**src/lpfg_pkg.sv**
```systemverilog
// Shared types, constants and helper functions of the LED pattern frame generator.
`default_nettype none

package lpfg_pkg;

  localparam int MAX_LEDS_DEF = 32;
  localparam int LED_W        = 7;
  localparam int DIV_W        = 24;
  localparam int DIV_CNT_W    = $clog2(DIV_W + 1);
  localparam int POS_W        = 9;
  localparam int COLOR_W      = 24;
  localparam int CFG_IDX_W    = 3;
  localparam int CFG_DATA_W   = 24;
  localparam int Q_DEPTH      = 2;

  localparam logic [POS_W:0]     WHEEL_STEPS      = 10'd384;
  localparam logic [POS_W:0]     WHEEL_THIRD      = 10'd128;
  localparam logic [POS_W:0]     WHEEL_TWO_THIRDS = 10'd256;
  localparam logic [DIV_W-1:0]   WHEEL_SCALE      = 24'd3840;

  localparam logic [CFG_IDX_W-1:0] REG_PATTERN_MODE   = 3'd0;
  localparam logic [CFG_IDX_W-1:0] REG_LED_COUNT      = 3'd1;
  localparam logic [CFG_IDX_W-1:0] REG_RAINBOW_SPREAD = 3'd2;
  localparam logic [CFG_IDX_W-1:0] REG_SPAN_TOTAL     = 3'd3;
  localparam logic [CFG_IDX_W-1:0] REG_BAR_COLOR      = 3'd4;

  typedef enum logic [1:0] {
    MODE_WHEEL = 2'd0,
    MODE_FILL  = 2'd1,
    MODE_DRAIN = 2'd2,
    MODE_DARK  = 2'd3
  } mode_e;

  typedef struct packed {
    mode_e               mode;
    logic [5:0]          led_count;
    logic [15:0]         spread;
    logic [15:0]         span;
    logic [COLOR_W-1:0]  color;
  } cfg_t;

  typedef struct packed {
    mode_e               mode;
    logic [LED_W-1:0]    n;
    logic [LED_W-1:0]    bar_len;
    logic [POS_W-1:0]    phase;
    logic [POS_W-1:0]    q1m;
    logic [DIV_W-1:0]    r1;
    logic [DIV_W-1:0]    d;
    logic [COLOR_W-1:0]  color;
  } job_t;

  typedef struct packed {
    logic              start;
    logic [DIV_W-1:0]  num;
    logic [DIV_W-1:0]  den;
  } div_req_t;

  typedef struct packed {
    logic              busy;
    logic              done;
    logic [DIV_W-1:0]  quo;
    logic [DIV_W-1:0]  rem;
  } div_rsp_t;

  // Since 384 is 3 * 128, the residue splits into the low seven bits and the
  // upper part taken mod 3, which is the sum of its base-4 digits mod 3.
  function automatic logic [POS_W-1:0] mod384(input logic [15:0] x);
    logic [3:0] s;
    logic [1:0] m;
    s = 4'(x[8:7]) + 4'(x[10:9]) + 4'(x[12:11]) + 4'(x[14:13]) + 4'(x[15]);
    case (s)
      4'd0, 4'd3, 4'd6, 4'd9, 4'd12, 4'd15: m = 2'd0;
      4'd1, 4'd4, 4'd7, 4'd10, 4'd13:       m = 2'd1;
      default:                              m = 2'd2;
    endcase
    return {m, x[6:0]};
  endfunction

  function automatic logic [POS_W-1:0] wheel_add(input logic [POS_W-1:0] p,
                                                 input logic [POS_W:0] off);
    logic [POS_W:0] t;
    t = {1'b0, p} + off;
    if (t >= WHEEL_STEPS) begin
      t = t - WHEEL_STEPS;
    end
    return t[POS_W-1:0];
  endfunction

  // The triangle level is at most 127, where multiplying by 205 and dropping
  // eleven bits equals a truncating division by ten.
  function automatic logic [7:0] wheel_level(input logic [POS_W-1:0] p);
    logic [7:0]  v;
    logic [15:0] prod;
    if (p < 9'd128) begin
      v = p[7:0];
    end else if (p < 9'd256) begin
      v = 8'(9'd255 - p);
    end else begin
      v = 8'd0;
    end
    prod = 16'(v) * 16'd205;
    return 8'(prod[15:11]);
  endfunction

endpackage

`default_nettype wire

```
**src/lpfg_div.sv**
```systemverilog
// Restoring divider that produces one quotient bit per cycle.
`default_nettype none

module lpfg_div (
  input  logic               clk_i,
  input  logic               rst_ni,
  input  lpfg_pkg::div_req_t req_i,
  output lpfg_pkg::div_rsp_t rsp_o
);
  import lpfg_pkg::*;

  logic                 busy_q, busy_d;
  logic                 done_q, done_d;
  logic [DIV_CNT_W-1:0] cnt_q, cnt_d;
  logic [DIV_W-1:0]     rem_q, quo_q, den_q;
  logic [DIV_W:0]       trial;
  logic                 take;

  assign trial = {rem_q, quo_q[DIV_W-1]};
  assign take  = trial >= {1'b0, den_q};

  always_comb begin
    busy_d = busy_q;
    done_d = 1'b0;
    cnt_d  = cnt_q;
    if (req_i.start) begin
      busy_d = 1'b1;
      cnt_d  = DIV_CNT_W'(DIV_W);
    end else if (busy_q) begin
      cnt_d = cnt_q - DIV_CNT_W'(1);
      if (cnt_q == DIV_CNT_W'(1)) begin
        busy_d = 1'b0;
        done_d = 1'b1;
      end
    end
  end

  always_ff @(posedge clk_i or negedge rst_ni) begin
    if (!rst_ni) begin
      busy_q <= 1'b0;
      done_q <= 1'b0;
      cnt_q  <= '0;
    end else begin
      busy_q <= busy_d;
      done_q <= done_d;
      cnt_q  <= cnt_d;
    end
  end

  always_ff @(posedge clk_i) begin
    if (req_i.start) begin
      rem_q <= '0;
      quo_q <= req_i.num;
      den_q <= req_i.den;
    end else if (busy_q) begin
      rem_q <= take ? DIV_W'(trial - {1'b0, den_q}) : trial[DIV_W-1:0];
      quo_q <= {quo_q[DIV_W-2:0], take};
    end
  end

  assign rsp_o.busy = busy_q;
  assign rsp_o.done = done_q;
  assign rsp_o.quo  = quo_q;
  assign rsp_o.rem  = rem_q;

endmodule

`default_nettype wire

```
**src/lpfg_front.sv**
```systemverilog
// Front end: accepts frame counters and works out the per-frame job setup.
`default_nettype none

module lpfg_front #(
  parameter int MAX_LEDS = lpfg_pkg::MAX_LEDS_DEF
) (
  input  logic               clk_i,
  input  logic               rst_ni,
  input  logic               in_valid_i,
  output logic               in_ready_o,
  input  logic [15:0]        frame_counter_i,
  input  lpfg_pkg::cfg_t     cfg_i,
  output lpfg_pkg::div_req_t div_req_o,
  input  lpfg_pkg::div_rsp_t div_rsp_i,
  output logic               q_push_o,
  output lpfg_pkg::job_t     q_job_o,
  input  logic               q_full_i
);
  import lpfg_pkg::*;

  localparam logic [1:0] ST_IDLE = 2'd0;
  localparam logic [1:0] ST_MUL  = 2'd1;
  localparam logic [1:0] ST_DIV  = 2'd2;
  localparam logic [1:0] ST_PUSH = 2'd3;

  logic [1:0]       state_q, state_d;
  logic [15:0]      counter_q;
  logic [DIV_W-1:0] den_q;
  job_t             job_q;
  logic [LED_W-1:0] n_sat;
  logic [LED_W-1:0] np1;
  logic [16:0]      spread_p1;
  logic [15:0]      total;
  logic [15:0]      rest;
  logic [DIV_W-1:0] num, den;
  logic             accept;

  assign n_sat = (LED_W'(cfg_i.led_count) > LED_W'(MAX_LEDS)) ?
                 LED_W'(MAX_LEDS) : LED_W'(cfg_i.led_count);
  assign np1       = job_q.n + LED_W'(1);
  assign spread_p1 = {1'b0, cfg_i.spread} + 17'd1;
  assign total     = (cfg_i.span == 16'd0) ? 16'd1 : cfg_i.span;
  assign rest      = (cfg_i.span >= counter_q) ? (cfg_i.span - counter_q) : 16'd0;

  always_comb begin
    case (job_q.mode)
      MODE_WHEEL: begin
        num = WHEEL_SCALE;
        den = DIV_W'(job_q.n) * DIV_W'(spread_p1);
      end
      MODE_FILL: begin
        num = DIV_W'(counter_q) * DIV_W'(np1);
        den = DIV_W'(total);
      end
      MODE_DRAIN: begin
        num = DIV_W'(rest) * DIV_W'(np1);
        den = DIV_W'(cfg_i.span) + DIV_W'(1);
      end
      default: begin
        num = '0;
        den = DIV_W'(1);
      end
    endcase
  end

  assign accept          = in_valid_i && in_ready_o;
  assign in_ready_o      = (state_q == ST_IDLE);
  assign div_req_o.start = (state_q == ST_MUL);
  assign div_req_o.num   = num;
  assign div_req_o.den   = den;
  assign q_push_o        = (state_q == ST_PUSH) && !q_full_i;
  assign q_job_o         = job_q;

  always_comb begin
    state_d = state_q;
    case (state_q)
      ST_IDLE: begin
        if (accept && n_sat != '0) begin
          state_d = (cfg_i.mode == MODE_DARK) ? ST_PUSH : ST_MUL;
        end
      end
      ST_MUL: begin
        state_d = ST_DIV;
      end
      ST_DIV: begin
        if (div_rsp_i.done) begin
          state_d = ST_PUSH;
        end
      end
      ST_PUSH: begin
        if (!q_full_i) begin
          state_d = ST_IDLE;
        end
      end
      default: begin
        state_d = ST_IDLE;
      end
    endcase
  end

  always_ff @(posedge clk_i or negedge rst_ni) begin
    if (!rst_ni) begin
      state_q <= ST_IDLE;
    end else begin
      state_q <= state_d;
    end
  end

  always_ff @(posedge clk_i) begin
    if (accept) begin
      counter_q     <= frame_counter_i;
      job_q.mode    <= cfg_i.mode;
      job_q.n       <= n_sat;
      job_q.bar_len <= '0;
      job_q.phase   <= mod384(frame_counter_i);
      job_q.q1m     <= '0;
      job_q.r1      <= '0;
      job_q.d       <= '0;
      job_q.color   <= cfg_i.color;
    end
    if (state_q == ST_MUL) begin
      den_q <= den;
    end
    if (state_q == ST_DIV && div_rsp_i.done) begin
      if (job_q.mode == MODE_WHEEL) begin
        job_q.q1m <= mod384(div_rsp_i.quo[15:0]);
        job_q.r1  <= div_rsp_i.rem;
        job_q.d   <= den_q;
      end else begin
        job_q.bar_len <= (div_rsp_i.quo > DIV_W'(job_q.n)) ?
                         job_q.n : div_rsp_i.quo[LED_W-1:0];
      end
    end
  end

endmodule

`default_nettype wire

```
**src/lpfg_queue.sv**
```systemverilog
// Short job queue between the front end and the LED emitter.
`default_nettype none

module lpfg_queue (
  input  logic           clk_i,
  input  logic           rst_ni,
  input  logic           push_i,
  input  lpfg_pkg::job_t job_i,
  output logic           full_o,
  input  logic           pop_i,
  output logic           valid_o,
  output lpfg_pkg::job_t job_o
);
  import lpfg_pkg::*;

  localparam int PTR_W = (Q_DEPTH > 1) ? $clog2(Q_DEPTH) : 1;
  localparam int CNT_W = $clog2(Q_DEPTH + 1);

  job_t             entries_q [Q_DEPTH];
  logic [PTR_W-1:0] wr_ptr_q, rd_ptr_q;
  logic [CNT_W-1:0] count_q;

  assign full_o  = (count_q == CNT_W'(Q_DEPTH));
  assign valid_o = (count_q != '0);
  assign job_o   = entries_q[rd_ptr_q];

  always_ff @(posedge clk_i or negedge rst_ni) begin
    if (!rst_ni) begin
      wr_ptr_q <= '0;
      rd_ptr_q <= '0;
      count_q  <= '0;
    end else begin
      if (push_i) begin
        wr_ptr_q <= (wr_ptr_q == PTR_W'(Q_DEPTH - 1)) ? '0 : wr_ptr_q + PTR_W'(1);
      end
      if (pop_i) begin
        rd_ptr_q <= (rd_ptr_q == PTR_W'(Q_DEPTH - 1)) ? '0 : rd_ptr_q + PTR_W'(1);
      end
      if (push_i && !pop_i) begin
        count_q <= count_q + CNT_W'(1);
      end else if (pop_i && !push_i) begin
        count_q <= count_q - CNT_W'(1);
      end
    end
  end

  always_ff @(posedge clk_i) begin
    if (push_i) begin
      entries_q[wr_ptr_q] <= job_i;
    end
  end

endmodule

`default_nettype wire

```
**src/lpfg_back.sv**
```systemverilog
// Back end: walks the LEDs of one job and drives the registered output word.
`default_nettype none

module lpfg_back (
  input  logic           clk_i,
  input  logic           rst_ni,
  input  logic           job_valid_i,
  input  lpfg_pkg::job_t job_i,
  output logic           job_pop_o,
  output logic           out_valid_o,
  input  logic           out_ready_i,
  output logic [4:0]     led_index_o,
  output logic [7:0]     red_level_o,
  output logic [7:0]     green_level_o,
  output logic [7:0]     blue_level_o,
  output logic           last_led_o
);
  import lpfg_pkg::*;

  logic             active_q;
  logic             out_valid_q;
  job_t             job_q;
  logic [LED_W-1:0] idx_q;
  logic [POS_W-1:0] pos_q, pos_n;
  logic [DIV_W-1:0] rem_q, rem_n;
  logic [DIV_W:0]   rsum;
  logic             carry;
  logic [POS_W:0]   inc, psum;
  logic [7:0]       r, g, b;
  logic             last;
  logic             emit;
  logic [4:0]       led_index_q;
  logic [7:0]       red_q, green_q, blue_q;
  logic             last_q;

  assign job_pop_o = job_valid_i && !active_q;
  assign emit      = active_q && (!out_valid_q || out_ready_i);
  assign last      = (idx_q + LED_W'(1)) == job_q.n;

  // Wheel position of the next LED follows from the per-LED quotient step
  // and the remainder carried across LEDs.
  assign rsum  = {1'b0, rem_q} + {1'b0, job_q.r1};
  assign carry = rsum >= {1'b0, job_q.d};
  assign rem_n = carry ? DIV_W'(rsum - {1'b0, job_q.d}) : rsum[DIV_W-1:0];
  assign inc   = {1'b0, job_q.q1m} + (POS_W + 1)'(carry);
  assign psum  = {1'b0, pos_q} + inc;
  assign pos_n = (psum >= WHEEL_STEPS) ? POS_W'(psum - WHEEL_STEPS) : psum[POS_W-1:0];

  always_comb begin
    r = 8'd0;
    g = 8'd0;
    b = 8'd0;
    case (job_q.mode)
      MODE_WHEEL: begin
        r = wheel_level(pos_q);
        g = wheel_level(wheel_add(pos_q, WHEEL_THIRD));
        b = wheel_level(wheel_add(pos_q, WHEEL_TWO_THIRDS));
      end
      MODE_FILL, MODE_DRAIN: begin
        if (idx_q < job_q.bar_len) begin
          r = job_q.color[23:16];
          g = job_q.color[15:8];
          b = job_q.color[7:0];
        end
      end
      default: begin
        r = 8'd0;
      end
    endcase
  end

  always_ff @(posedge clk_i or negedge rst_ni) begin
    if (!rst_ni) begin
      active_q    <= 1'b0;
      out_valid_q <= 1'b0;
    end else begin
      if (job_pop_o) begin
        active_q <= 1'b1;
      end else if (emit && last) begin
        active_q <= 1'b0;
      end
      if (emit) begin
        out_valid_q <= 1'b1;
      end else if (out_ready_i) begin
        out_valid_q <= 1'b0;
      end
    end
  end

  always_ff @(posedge clk_i) begin
    if (job_pop_o) begin
      job_q <= job_i;
      idx_q <= '0;
      pos_q <= job_i.phase;
      rem_q <= '0;
    end else if (emit) begin
      idx_q <= idx_q + LED_W'(1);
      pos_q <= pos_n;
      rem_q <= rem_n;
    end
    if (emit) begin
      led_index_q <= idx_q[4:0];
      red_q       <= r;
      green_q     <= g;
      blue_q      <= b;
      last_q      <= last;
    end
  end

  assign out_valid_o   = out_valid_q;
  assign led_index_o   = led_index_q;
  assign red_level_o   = red_q;
  assign green_level_o = green_q;
  assign blue_level_o  = blue_q;
  assign last_led_o    = last_q;

endmodule

`default_nettype wire

```
**src/led_pattern_frame_generator_top.sv**
```systemverilog
// Top level of the LED pattern frame generator: registers, front, divider, queue, back.
//
// Each word on the input channel is a frame counter. For it the block sends
// one output word per LED of the strip, index 0 first, with last_led_o set on
// the final LED; a zero LED count yields no output words.
// Registers are written over the cfg channel, which is always ready, and must
// only change while no frame is in flight.
// A frame's setup waits on the 24-step divider that the front end drives,
// except in dark mode, which skips it. A two-entry job queue lets the front
// prepare the next frame while the back end emits, one LED per cycle while
// the receiver is ready, after it loads the job from the queue.
// When the receiver stalls, the output word holds and the back end waits;
// the front keeps working until the queue is full and then drops in_ready_o.
// Reset empties the queue and the output register and loads the register
// defaults: rainbow mode, 20 LEDs, spread 42, span 1, dark bar color.
`default_nettype none

module led_pattern_frame_generator_top #(
  parameter int MAX_LEDS = lpfg_pkg::MAX_LEDS_DEF
) (
  input  logic                           clk_i,
  input  logic                           rst_ni,
  input  logic                           cfg_valid_i,
  output logic                           cfg_ready_o,
  input  logic [lpfg_pkg::CFG_IDX_W-1:0]  cfg_index_i,
  input  logic [lpfg_pkg::CFG_DATA_W-1:0] cfg_data_i,
  input  logic                           in_valid_i,
  output logic                           in_ready_o,
  input  logic [15:0]                    frame_counter_i,
  output logic                           out_valid_o,
  input  logic                           out_ready_i,
  output logic [4:0]                     led_index_o,
  output logic [7:0]                     red_level_o,
  output logic [7:0]                     green_level_o,
  output logic [7:0]                     blue_level_o,
  output logic                           last_led_o
);
  import lpfg_pkg::*;

  cfg_t     cfg_q;
  div_req_t div_req;
  div_rsp_t div_rsp;
  logic     q_push, q_full, q_valid, q_pop;
  job_t     q_in_job, q_out_job;

  assign cfg_ready_o = 1'b1;

  always_ff @(posedge clk_i or negedge rst_ni) begin
    if (!rst_ni) begin
      cfg_q.mode      <= MODE_WHEEL;
      cfg_q.led_count <= 6'd20;
      cfg_q.spread    <= 16'd42;
      cfg_q.span      <= 16'd1;
      cfg_q.color     <= '0;
    end else if (cfg_valid_i && cfg_ready_o) begin
      case (cfg_index_i)
        REG_PATTERN_MODE:   cfg_q.mode      <= mode_e'(cfg_data_i[1:0]);
        REG_LED_COUNT:      cfg_q.led_count <= cfg_data_i[5:0];
        REG_RAINBOW_SPREAD: cfg_q.spread    <= cfg_data_i[15:0];
        REG_SPAN_TOTAL:     cfg_q.span      <= cfg_data_i[15:0];
        REG_BAR_COLOR:      cfg_q.color     <= cfg_data_i[COLOR_W-1:0];
        default: begin
          cfg_q <= cfg_q;
        end
      endcase
    end
  end

  lpfg_front #(
    .MAX_LEDS(MAX_LEDS)
  ) u_front (
    .clk_i          (clk_i),
    .rst_ni         (rst_ni),
    .in_valid_i     (in_valid_i),
    .in_ready_o     (in_ready_o),
    .frame_counter_i(frame_counter_i),
    .cfg_i          (cfg_q),
    .div_req_o      (div_req),
    .div_rsp_i      (div_rsp),
    .q_push_o       (q_push),
    .q_job_o        (q_in_job),
    .q_full_i       (q_full)
  );

  lpfg_div u_div (
    .clk_i (clk_i),
    .rst_ni(rst_ni),
    .req_i (div_req),
    .rsp_o (div_rsp)
  );

  lpfg_queue u_queue (
    .clk_i  (clk_i),
    .rst_ni (rst_ni),
    .push_i (q_push),
    .job_i  (q_in_job),
    .full_o (q_full),
    .pop_i  (q_pop),
    .valid_o(q_valid),
    .job_o  (q_out_job)
  );

  lpfg_back u_back (
    .clk_i        (clk_i),
    .rst_ni       (rst_ni),
    .job_valid_i  (q_valid),
    .job_i        (q_out_job),
    .job_pop_o    (q_pop),
    .out_valid_o  (out_valid_o),
    .out_ready_i  (out_ready_i),
    .led_index_o  (led_index_o),
    .red_level_o  (red_level_o),
    .green_level_o(green_level_o),
    .blue_level_o (blue_level_o),
    .last_led_o   (last_led_o)
  );

  a_div_start_idle: assert property (@(posedge clk_i) disable iff (!rst_ni)
    div_req.start |-> !div_rsp.busy)
    else $error("Divider restarted while a division was running.");

  a_push_not_full: assert property (@(posedge clk_i) disable iff (!rst_ni)
    q_push |-> !q_full)
    else $error("Job pushed into a full queue.");

  a_pop_has_job: assert property (@(posedge clk_i) disable iff (!rst_ni)
    q_pop |-> q_valid)
    else $error("Job popped from an empty queue.");

  a_done_pulse: assert property (@(posedge clk_i) disable iff (!rst_ni)
    div_rsp.done |=> !div_rsp.done)
    else $error("Divider done held for more than one cycle.");

endmodule

`default_nettype wire
```
**config.mk**
```make
export PLATFORM = sky130hd
export DESIGN_NAME = led_pattern_frame_generator_top
export DESIGN_NICKNAME = d
export VERILOG_FILES = /design/src/lpfg_pkg.sv /design/src/lpfg_div.sv /design/src/lpfg_front.sv /design/src/lpfg_queue.sv /design/src/lpfg_back.sv /design/src/led_pattern_frame_generator_top.sv
export SDC_FILE = /design/constraint.sdc
export NUM_CORES = 2
export LEC_CHECK = 0
export ABC_AREA = 1
export BUFFER_PORTS_ARGS = -buffer_cell sky130_fd_sc_hd__clkbuf_2
export CORE_UTILIZATION = 45
export CTS_CLUSTER_DIAMETER = 50
export CTS_CLUSTER_SIZE = 30
export DETAILED_ROUTE_END_ITERATION = 6
export RECOVER_POWER = 25
export SYNTH_ARGS = -nofsm -noshare
export SYNTH_HDL_FRONTEND = slang
export SYNTH_SLANG_ARGS = --single-unit
```
**constraint.sdc**
```tcl
create_clock -name clk_i -period 7.2 [get_ports clk_i]
set_input_delay 0 -clock clk_i [delete_from_list [all_inputs] [get_ports clk_i]]
set_output_delay 0 -clock clk_i [all_outputs]
set_load 0.05 [all_outputs]
```
* After elaboration in Yosys (flattened, before gate mapping)
Memories as Yosys holds them, arrays and structs flattened.
Cells that the tools add are included.
** Operators by class
- Add/subtract/negate cells :: 31
- Multipliers :: 6
- Magnitude comparators :: 15
- Equality and inequality tests :: 18
- Mux-type cells :: 60
- Reduce and logical (&&, ||, !) cells :: 34
** Operators with widths (count)
- $mux 57 :: 2
- $mux 97 :: 1
- $mux 24 :: 4
- $mux 8 :: 12
- $pmux 24 s3 :: 1
- $pmux 23 s3 :: 1
- $mux 9 :: 7
- $ge 25x24->1 :: 2
- $mul 8x8->16 const B :: 3
- $pmux 8 s2 :: 3
- $sub 24x24->24 :: 2
- $mul 16x7->23 :: 2
- $add 16x1->17 const B :: 2
- $mux 16 :: 2
- $ge 10x9->1 const B :: 3
- $lt 9x8->1 const B :: 3
- $lt 9x9->1 const B :: 3
- $sub 9x9->9 const B :: 3
- $add 24x24->25 :: 1
- $gt 24x6->1 :: 1
- $sub 8x8->8 const A :: 3
- $mul 6x17->23 :: 1
- $mux 7 :: 3
- $add 4x2->4 :: 4
- 41 further kinds :: 95
** Word-level totals
- Bits in registers :: 439
- Memory bits (writable) :: 210
- Memory bits (read-only) :: 64
- Bits of input ports :: 48
- Output and inout port bits :: 33
- Word-level logic and storage cells :: 208
- Memories :: 3
** Memory list
- u_queue.entries_q :: words 2, width 105, rd ports 1, clocked after Yosys merged registers in 0, write ports 1, RTL line lpfg_queue.sv:19 : job_t entries_q [Q_DEPTH];
- (no name shown) :: words 16, width 2, rd ports 1, clocked after Yosys merged registers in 0, write ports 0, RTL line lpfg_pkg.sv:72 : case (s)
- (no name shown) :: words 16, width 2, rd ports 1, clocked after Yosys merged registers in 0, write ports 0, RTL line lpfg_pkg.sv:72

* Longest topological paths before layout
- Word-level depth :: 10
- Mapped depth :: 35
- Mapped depth without buffers :: 34

* Modules after synthesis
From an unflattened synthesis, not the netlist that was laid out.
** Second synthesis, totals
- Cell total of the unflattened synthesis :: 5735
- Area, all modules :: 48337.6 um2
** By module, submodules not included
- lpfg_front :: times used 1, cells each 2599, area an instance 18616.6 um2, seq. area each 3523.4 um2
- lpfg_back :: times used 1, cells each 1751, area an instance 14031.0 um2, seq. area each 4754.6 um2
- lpfg_queue :: times used 1, cells each 355, area an instance 7970.1 um2, seq. area each 6466.2 um2
- lpfg_div :: times used 1, cells each 741, area an instance 5158.7 um2, seq. area each 2097.0 um2
- led_pattern_frame_generator_top :: times used 1, cells each 289, area an instance 2561.2 um2, seq. area each 1609.0 um2

* Worst setup path before layout
Ideal clock, no wire load.
- Path kind :: register to register
- From :: reg cfg_q[24] (netlist name)
- To :: reg u_div.quo_q[17] (data pin)
- Library setup time :: 253 ps
- Data arrival time :: 5533 ps
- Data required time :: 6947 ps
- Slack :: 1414 ps
- Stages on the path, launching flop included :: 31
- Buffers on the path :: 1
- Period minus slack after synthesis :: 5786 ps
- Path through :: dfstp_2 -> inv_1 -> ha_1 -> fa_1 -> inv_1 -> nand3_1 -> nand2_1 -> nand2_1 -> nand2_1 -> nand2_1 -> nand3_2 -> buf_6 -> nand2_1 -> nor2_1 -> fa_1 -> fa_1 -> fa_1 -> inv_1 -> fa_1 -> inv_1 -> ha_1 -> a21oi_1 -> inv_1 -> nand2_1 -> nand2_1 -> a21oi_1 -> nand3b_1 -> nand3_1 -> nand2_1 -> nand2_1 -> nand2_1
** Between the ends
- Cells in the longest elaborated chain, start to end :: 5
- Elaborated cells on any way between the ends :: 6
- Those cells by class :: add/sub: 1; mul: 1; order compare: 1; mux: 3
** RTL lines
- from (decl) :: RTL line led_pattern_frame_generator_top.sv:40 : cfg_t cfg_q;
- from (signal assigned) :: RTL line led_pattern_frame_generator_top.sv:63 : cfg_q <= cfg_q;
- $sub 16x16->16 or $ge 16x16->1 (tied branches) :: RTL line lpfg_front.sv:43 : assign rest = (cfg_i.span >= counter_q) ? (cfg_i.span - counter_q) : 16'd0;
- $mux 16 (*) :: RTL line lpfg_front.sv:43
- $mul 16x7->23 (*) :: RTL line lpfg_front.sv:56 : num = DIV_W'(rest) * DIV_W'(np1);
- $pmux 23 s3 (*) :: RTL line lpfg_front.sv:46 : case (job_q.mode)
- $mux 24 (*) :: RTL line lpfg_div.sv:51 : if (req_i.start) begin
- to (signal assigned) :: RTL line lpfg_div.sv:53 : quo_q <= req_i.num;
- to (signal assigned) :: RTL line lpfg_div.sv:57 : quo_q <= {quo_q[DIV_W-2:0], take};
- to (decl) :: RTL line lpfg_div.sv:15 : logic [DIV_W-1:0] rem_q, quo_q, den_q;
Every way passes the cells marked *; elsewhere a longest branch is shown, timed or not.
A chain may end at the register's enable or synchronous reset.

* Final worst setup path
- From :: reg u_front.job_q (netlist bit u_front.q_job_o[100])
- To :: reg u_div.quo_q[16] (data pin)
** Between the ends
- Cells in the longest elaborated chain, start to end :: 4
- Elaborated cells on any way between the ends :: 5
- Those cells by class :: add/sub: 1; mul: 2; mux: 2
** RTL lines
- from (decl) :: RTL line lpfg_front.sv:29 : job_t job_q;
- $add 6x1->7 (*) :: RTL line lpfg_front.sv:40 : assign np1 = job_q.n + LED_W'(1);
- $mul 16x7->23, on equally long branches :: RTL line lpfg_front.sv:56, lpfg_front.sv:52
- $pmux 23 s3 (*) :: RTL line lpfg_front.sv:46
- $mux 24 (*) :: RTL line lpfg_div.sv:51
Marked as above.

==> results.md <==
- Outcome: finished, violations left
- Failing checks: design-rule violations, max-capacitance violations, max-slew violations
- Cell area after synthesis: approximately 0.047 mm²
- Wirelength per Cell: 17.08 µm
- CTS H-Tree Depth: 3
- Count of cell types in the netlist: 63
- Setup Fix Bufs, Post-CTS: 0
- Most frequent cell after synthesis: nand2_1
- Core area: approximately 0.10 mm²
- Finished Cell Area: ~0.052 mm²
- Row Count: approximately 120
- Clock Latency Late Sink: between 600 and 700 ps
- Area leader, netlist: edfxtp_1
- I/O Pins: 81
- Max cap viols: 2
- GRT met2 Usage: 39.72%
- Die height: between 300 and 400 µm
- Slew Limit Headroom: -89.20%
- Hold WS: approximately 76 ps
- Syn Inst Count: between 5k and 6k
- Worst Path Max Fanout: 19
- Clock transition at path regs: approximately 60 ps
- Initial Util: 45.58%
- GRT Total Usage: 24.37%
- CTS root buf: clkbuf_16
- Post-synth top cells: nand2_1 (1,699), inv_1 (980), edfxtp_1 (442), nor2_1 (396), ha_1 (372)
- Number of remaining DRC errors: 12
- Synth area leaders: edfxtp_1 (28%), nand2_1 (14%), fa_1 (11%)
- Final Max Slew Viols: between 80 and 90
- Final Skew: roughly 43 ps
- Critical Path AT: between 7000 and 8000 ps
- I/O Buffers: 79
- Post-Route WL: 124,500 µm
- Most used routing layer: met2
- Die Width: 323.9 µm
- Min-Delay Path Class: in2reg
- Most used flip-flop cell after synthesis: edfxtp_1
- Non-filler cells in the finished layout: 7,288
- Min Tclk post-route: about 6900 ps
- WP data required: about 7600 ps
- Initial DRC Count: approximately 3k
- Dpl cells: ~7.1k
- CTS Buffer Depth: 3
- Die area: approximately 0.10 mm²
- Layout cells sized above 1: 5.743%
- Total Nets Final: about 6.5k
- Area Growth Syn to Fin: 10.89%
- Detailed Place HPWL: approximately 97,000 µm
- Initial DRT Pass Iterations: 7
- Post-DP Area: a little under 0.05 mm²
- Final hold violations: 0
- Ys async rst share: 12.34%
- Vias in the first global route: roughly 37k
- CTS tree: done
- Net Count, Synth: 6,403
- Peak Freq: roughly 150 MHz
- Clk sinks: 640
- Number of diodes: 0
- Final TNS setup: 0 ps
- GRT met1 Usage: 33.78%
- Gr ovfl total: 0
- Antenna viol nets, final: 0
- Via/cell ratio: a little over 5
- First-pass GRT wire length: about 200,000 µm
- Crit end category: flip-flop
- Antenna violations before repair: 0
- Endpoints failing setup: 0
- RePlAce Congestion: between 0.9 and 1
- Least-Margin Pin Slew: around 2800 ps
- Avg Inst Size Synth: approximately 8.1 µm²
- Startpoint Class: flip-flop
- Global Route met3 Usage: around 2.6%
- CTS Buf Count: 74
- Synth Register Bits: 640
- Vias: around 37k
- Top-area cell type share of the netlist area: between 20 and 30%
- Sequential area share after synthesis: about 38%
- Post-synth EDFFs: 442
- Tcrit/Tclk final: 95.24%
- Largest net degree at the start of global routing: 94
- Yosys Warn Count: 0
- Critical path type: reg2reg
## layout by cell type, fill, tap and decap left out, types with 8 or more instances in the layout
cell,Yosys,layout
a21oi_1,212,210
xnor2_1,31,31
nand3b_1,18,18
dfrtp_1,73,72
nand4_1,127,127
clkinv_8,0,9
nor4_1,8,8
nand3_1,359,359
dfxtp_1,119,119
clkbuf_16,0,76
inv_1,980,978
inv_2,16,17
dlygate4sd3_1,0,49
edfxtp_1,442,442
a31oi_1,13,13
nor2_1,396,393
clkbuf_1,85,29
nor2_2,13,14
o211ai_1,11,11
clkbuf_2,0,69
nand2_1,1699,1699
o21ai_0,212,212
mux2_2,8,8
or2_2,18,18
inv_8,0,9
fa_1,246,246
xor2_1,43,43
buf_4,2,41
o21bai_1,10,10
ha_1,372,372
o21ai_1,52,52
nand2_2,12,12
nor3_1,27,27
## final cells by class
type                    count  area [µm²]
fillers                  9794       50610
inverters                 999        3751
repair buffers            181        1226
clock buffers              84        1942
well taps                1368        1712
flip-flops and latches    640       17640
multi-input cells        3963       24690
clock inverters            53       750.7
## through the flow
stage          setup slack (ps)  util, %
2_1_floorplan              1414        -
6_report                  342.6    50.54
4_1_cts                   400.8    50.61
3_5_place_dp              438.6    47.48
5_1_grt                  -5.497    50.54
3_3_place_gp              544.6    47.48
## worst paths after layout
path,start,cells after the start,endpoint,slack (ps)
max in group asynchronous,rst_ni,4,cfg_q[0],3920
hold / removal,in_valid_i,5,u_front.state_q[1],80
setup reg to reg,u_front.q_job_o[100],22,u_div.quo_q[16],340
setup / recovery,u_front.q_job_o[100],22,u_div.quo_q[16],340
min in group asynchronous,rst_ni,4,cfg_q[7],1400
hold reg to reg,u_front.q_job_o[2],0,u_queue.entries_q[0][2],430
## worst max-delay path: stages, from the launching register on
cell and delay [ps]:
edfxtp_1 340, clkbuf_1 760, nand3_1 260, nand2_1 200, clkinv_1 660, nand2_1 280, fa_1 480, fa_1 520
fa_1 590, inv_1 70, fa_1 500, ha_1 410, nand2_1 100, inv_1 100, nand3_1 100, o21ai_0 500
nand2_1 100, nand2_1 130, nand2_1 60, nand2_1 180, o21ai_0 110, nand2_1 80, nand2_1 60
## what timing repair did
item                                   in CTS  in global routing
setup endpoints to repair                   0                  7
hold buffers                               50                  0
endpoints found under the hold margin     114                  0
resized for setup                           0                  2
## registers in the layout, indices dropped and copies added (netlist names), 2 cells and up
register	cells
u_div.rem_q	24
u_front.state_q	2
u_front.counter_q	9
u_div.cnt_q	5
u_back.green_level_o	8
cfg_q	64
u_front.q_job_o	105
u_back.red_level_o	8
u_div.den_q	23
u_back.rem_q	24
u_back.blue_level_o	8
u_back.idx_q	7
u_queue.entries_q	210
u_queue.count_q	2
u_div.quo_q	24
u_back.pos_q	9
u_back.led_index_o	5
u_back.job_q	96
## metal layers
| metal | vias up | part of all wire [%] | wire length [µm] |
|---|---|---|---|
| met3 | 169 | 4.6 | 5675 |
| met1 | 17610 | 47 | 57940 |
| met5 | - | 0 | 0 |
| li1 | 18670 | - | - |
| met4 | 0 | 3.3 | 4087 |
| met2 | 849 | 46 | 56760 |
## cell families after synthesis
group	count (synthesis)	share of synthesized area (%)
and+or+nand+nor	2704	24.26
buffers and inverters	1134	9.320
DFF	640	37.82
adders and majority gates	618	20.54
AOI/OAI and AO/OA	555	6.388
xor gates and xnor gates	75	1.425
muxes	10	0.2361
other	1	0.008041
Power is not shown: default switching activity piles up to over one toggle a cycle in this logic, so the estimate is an artifact.
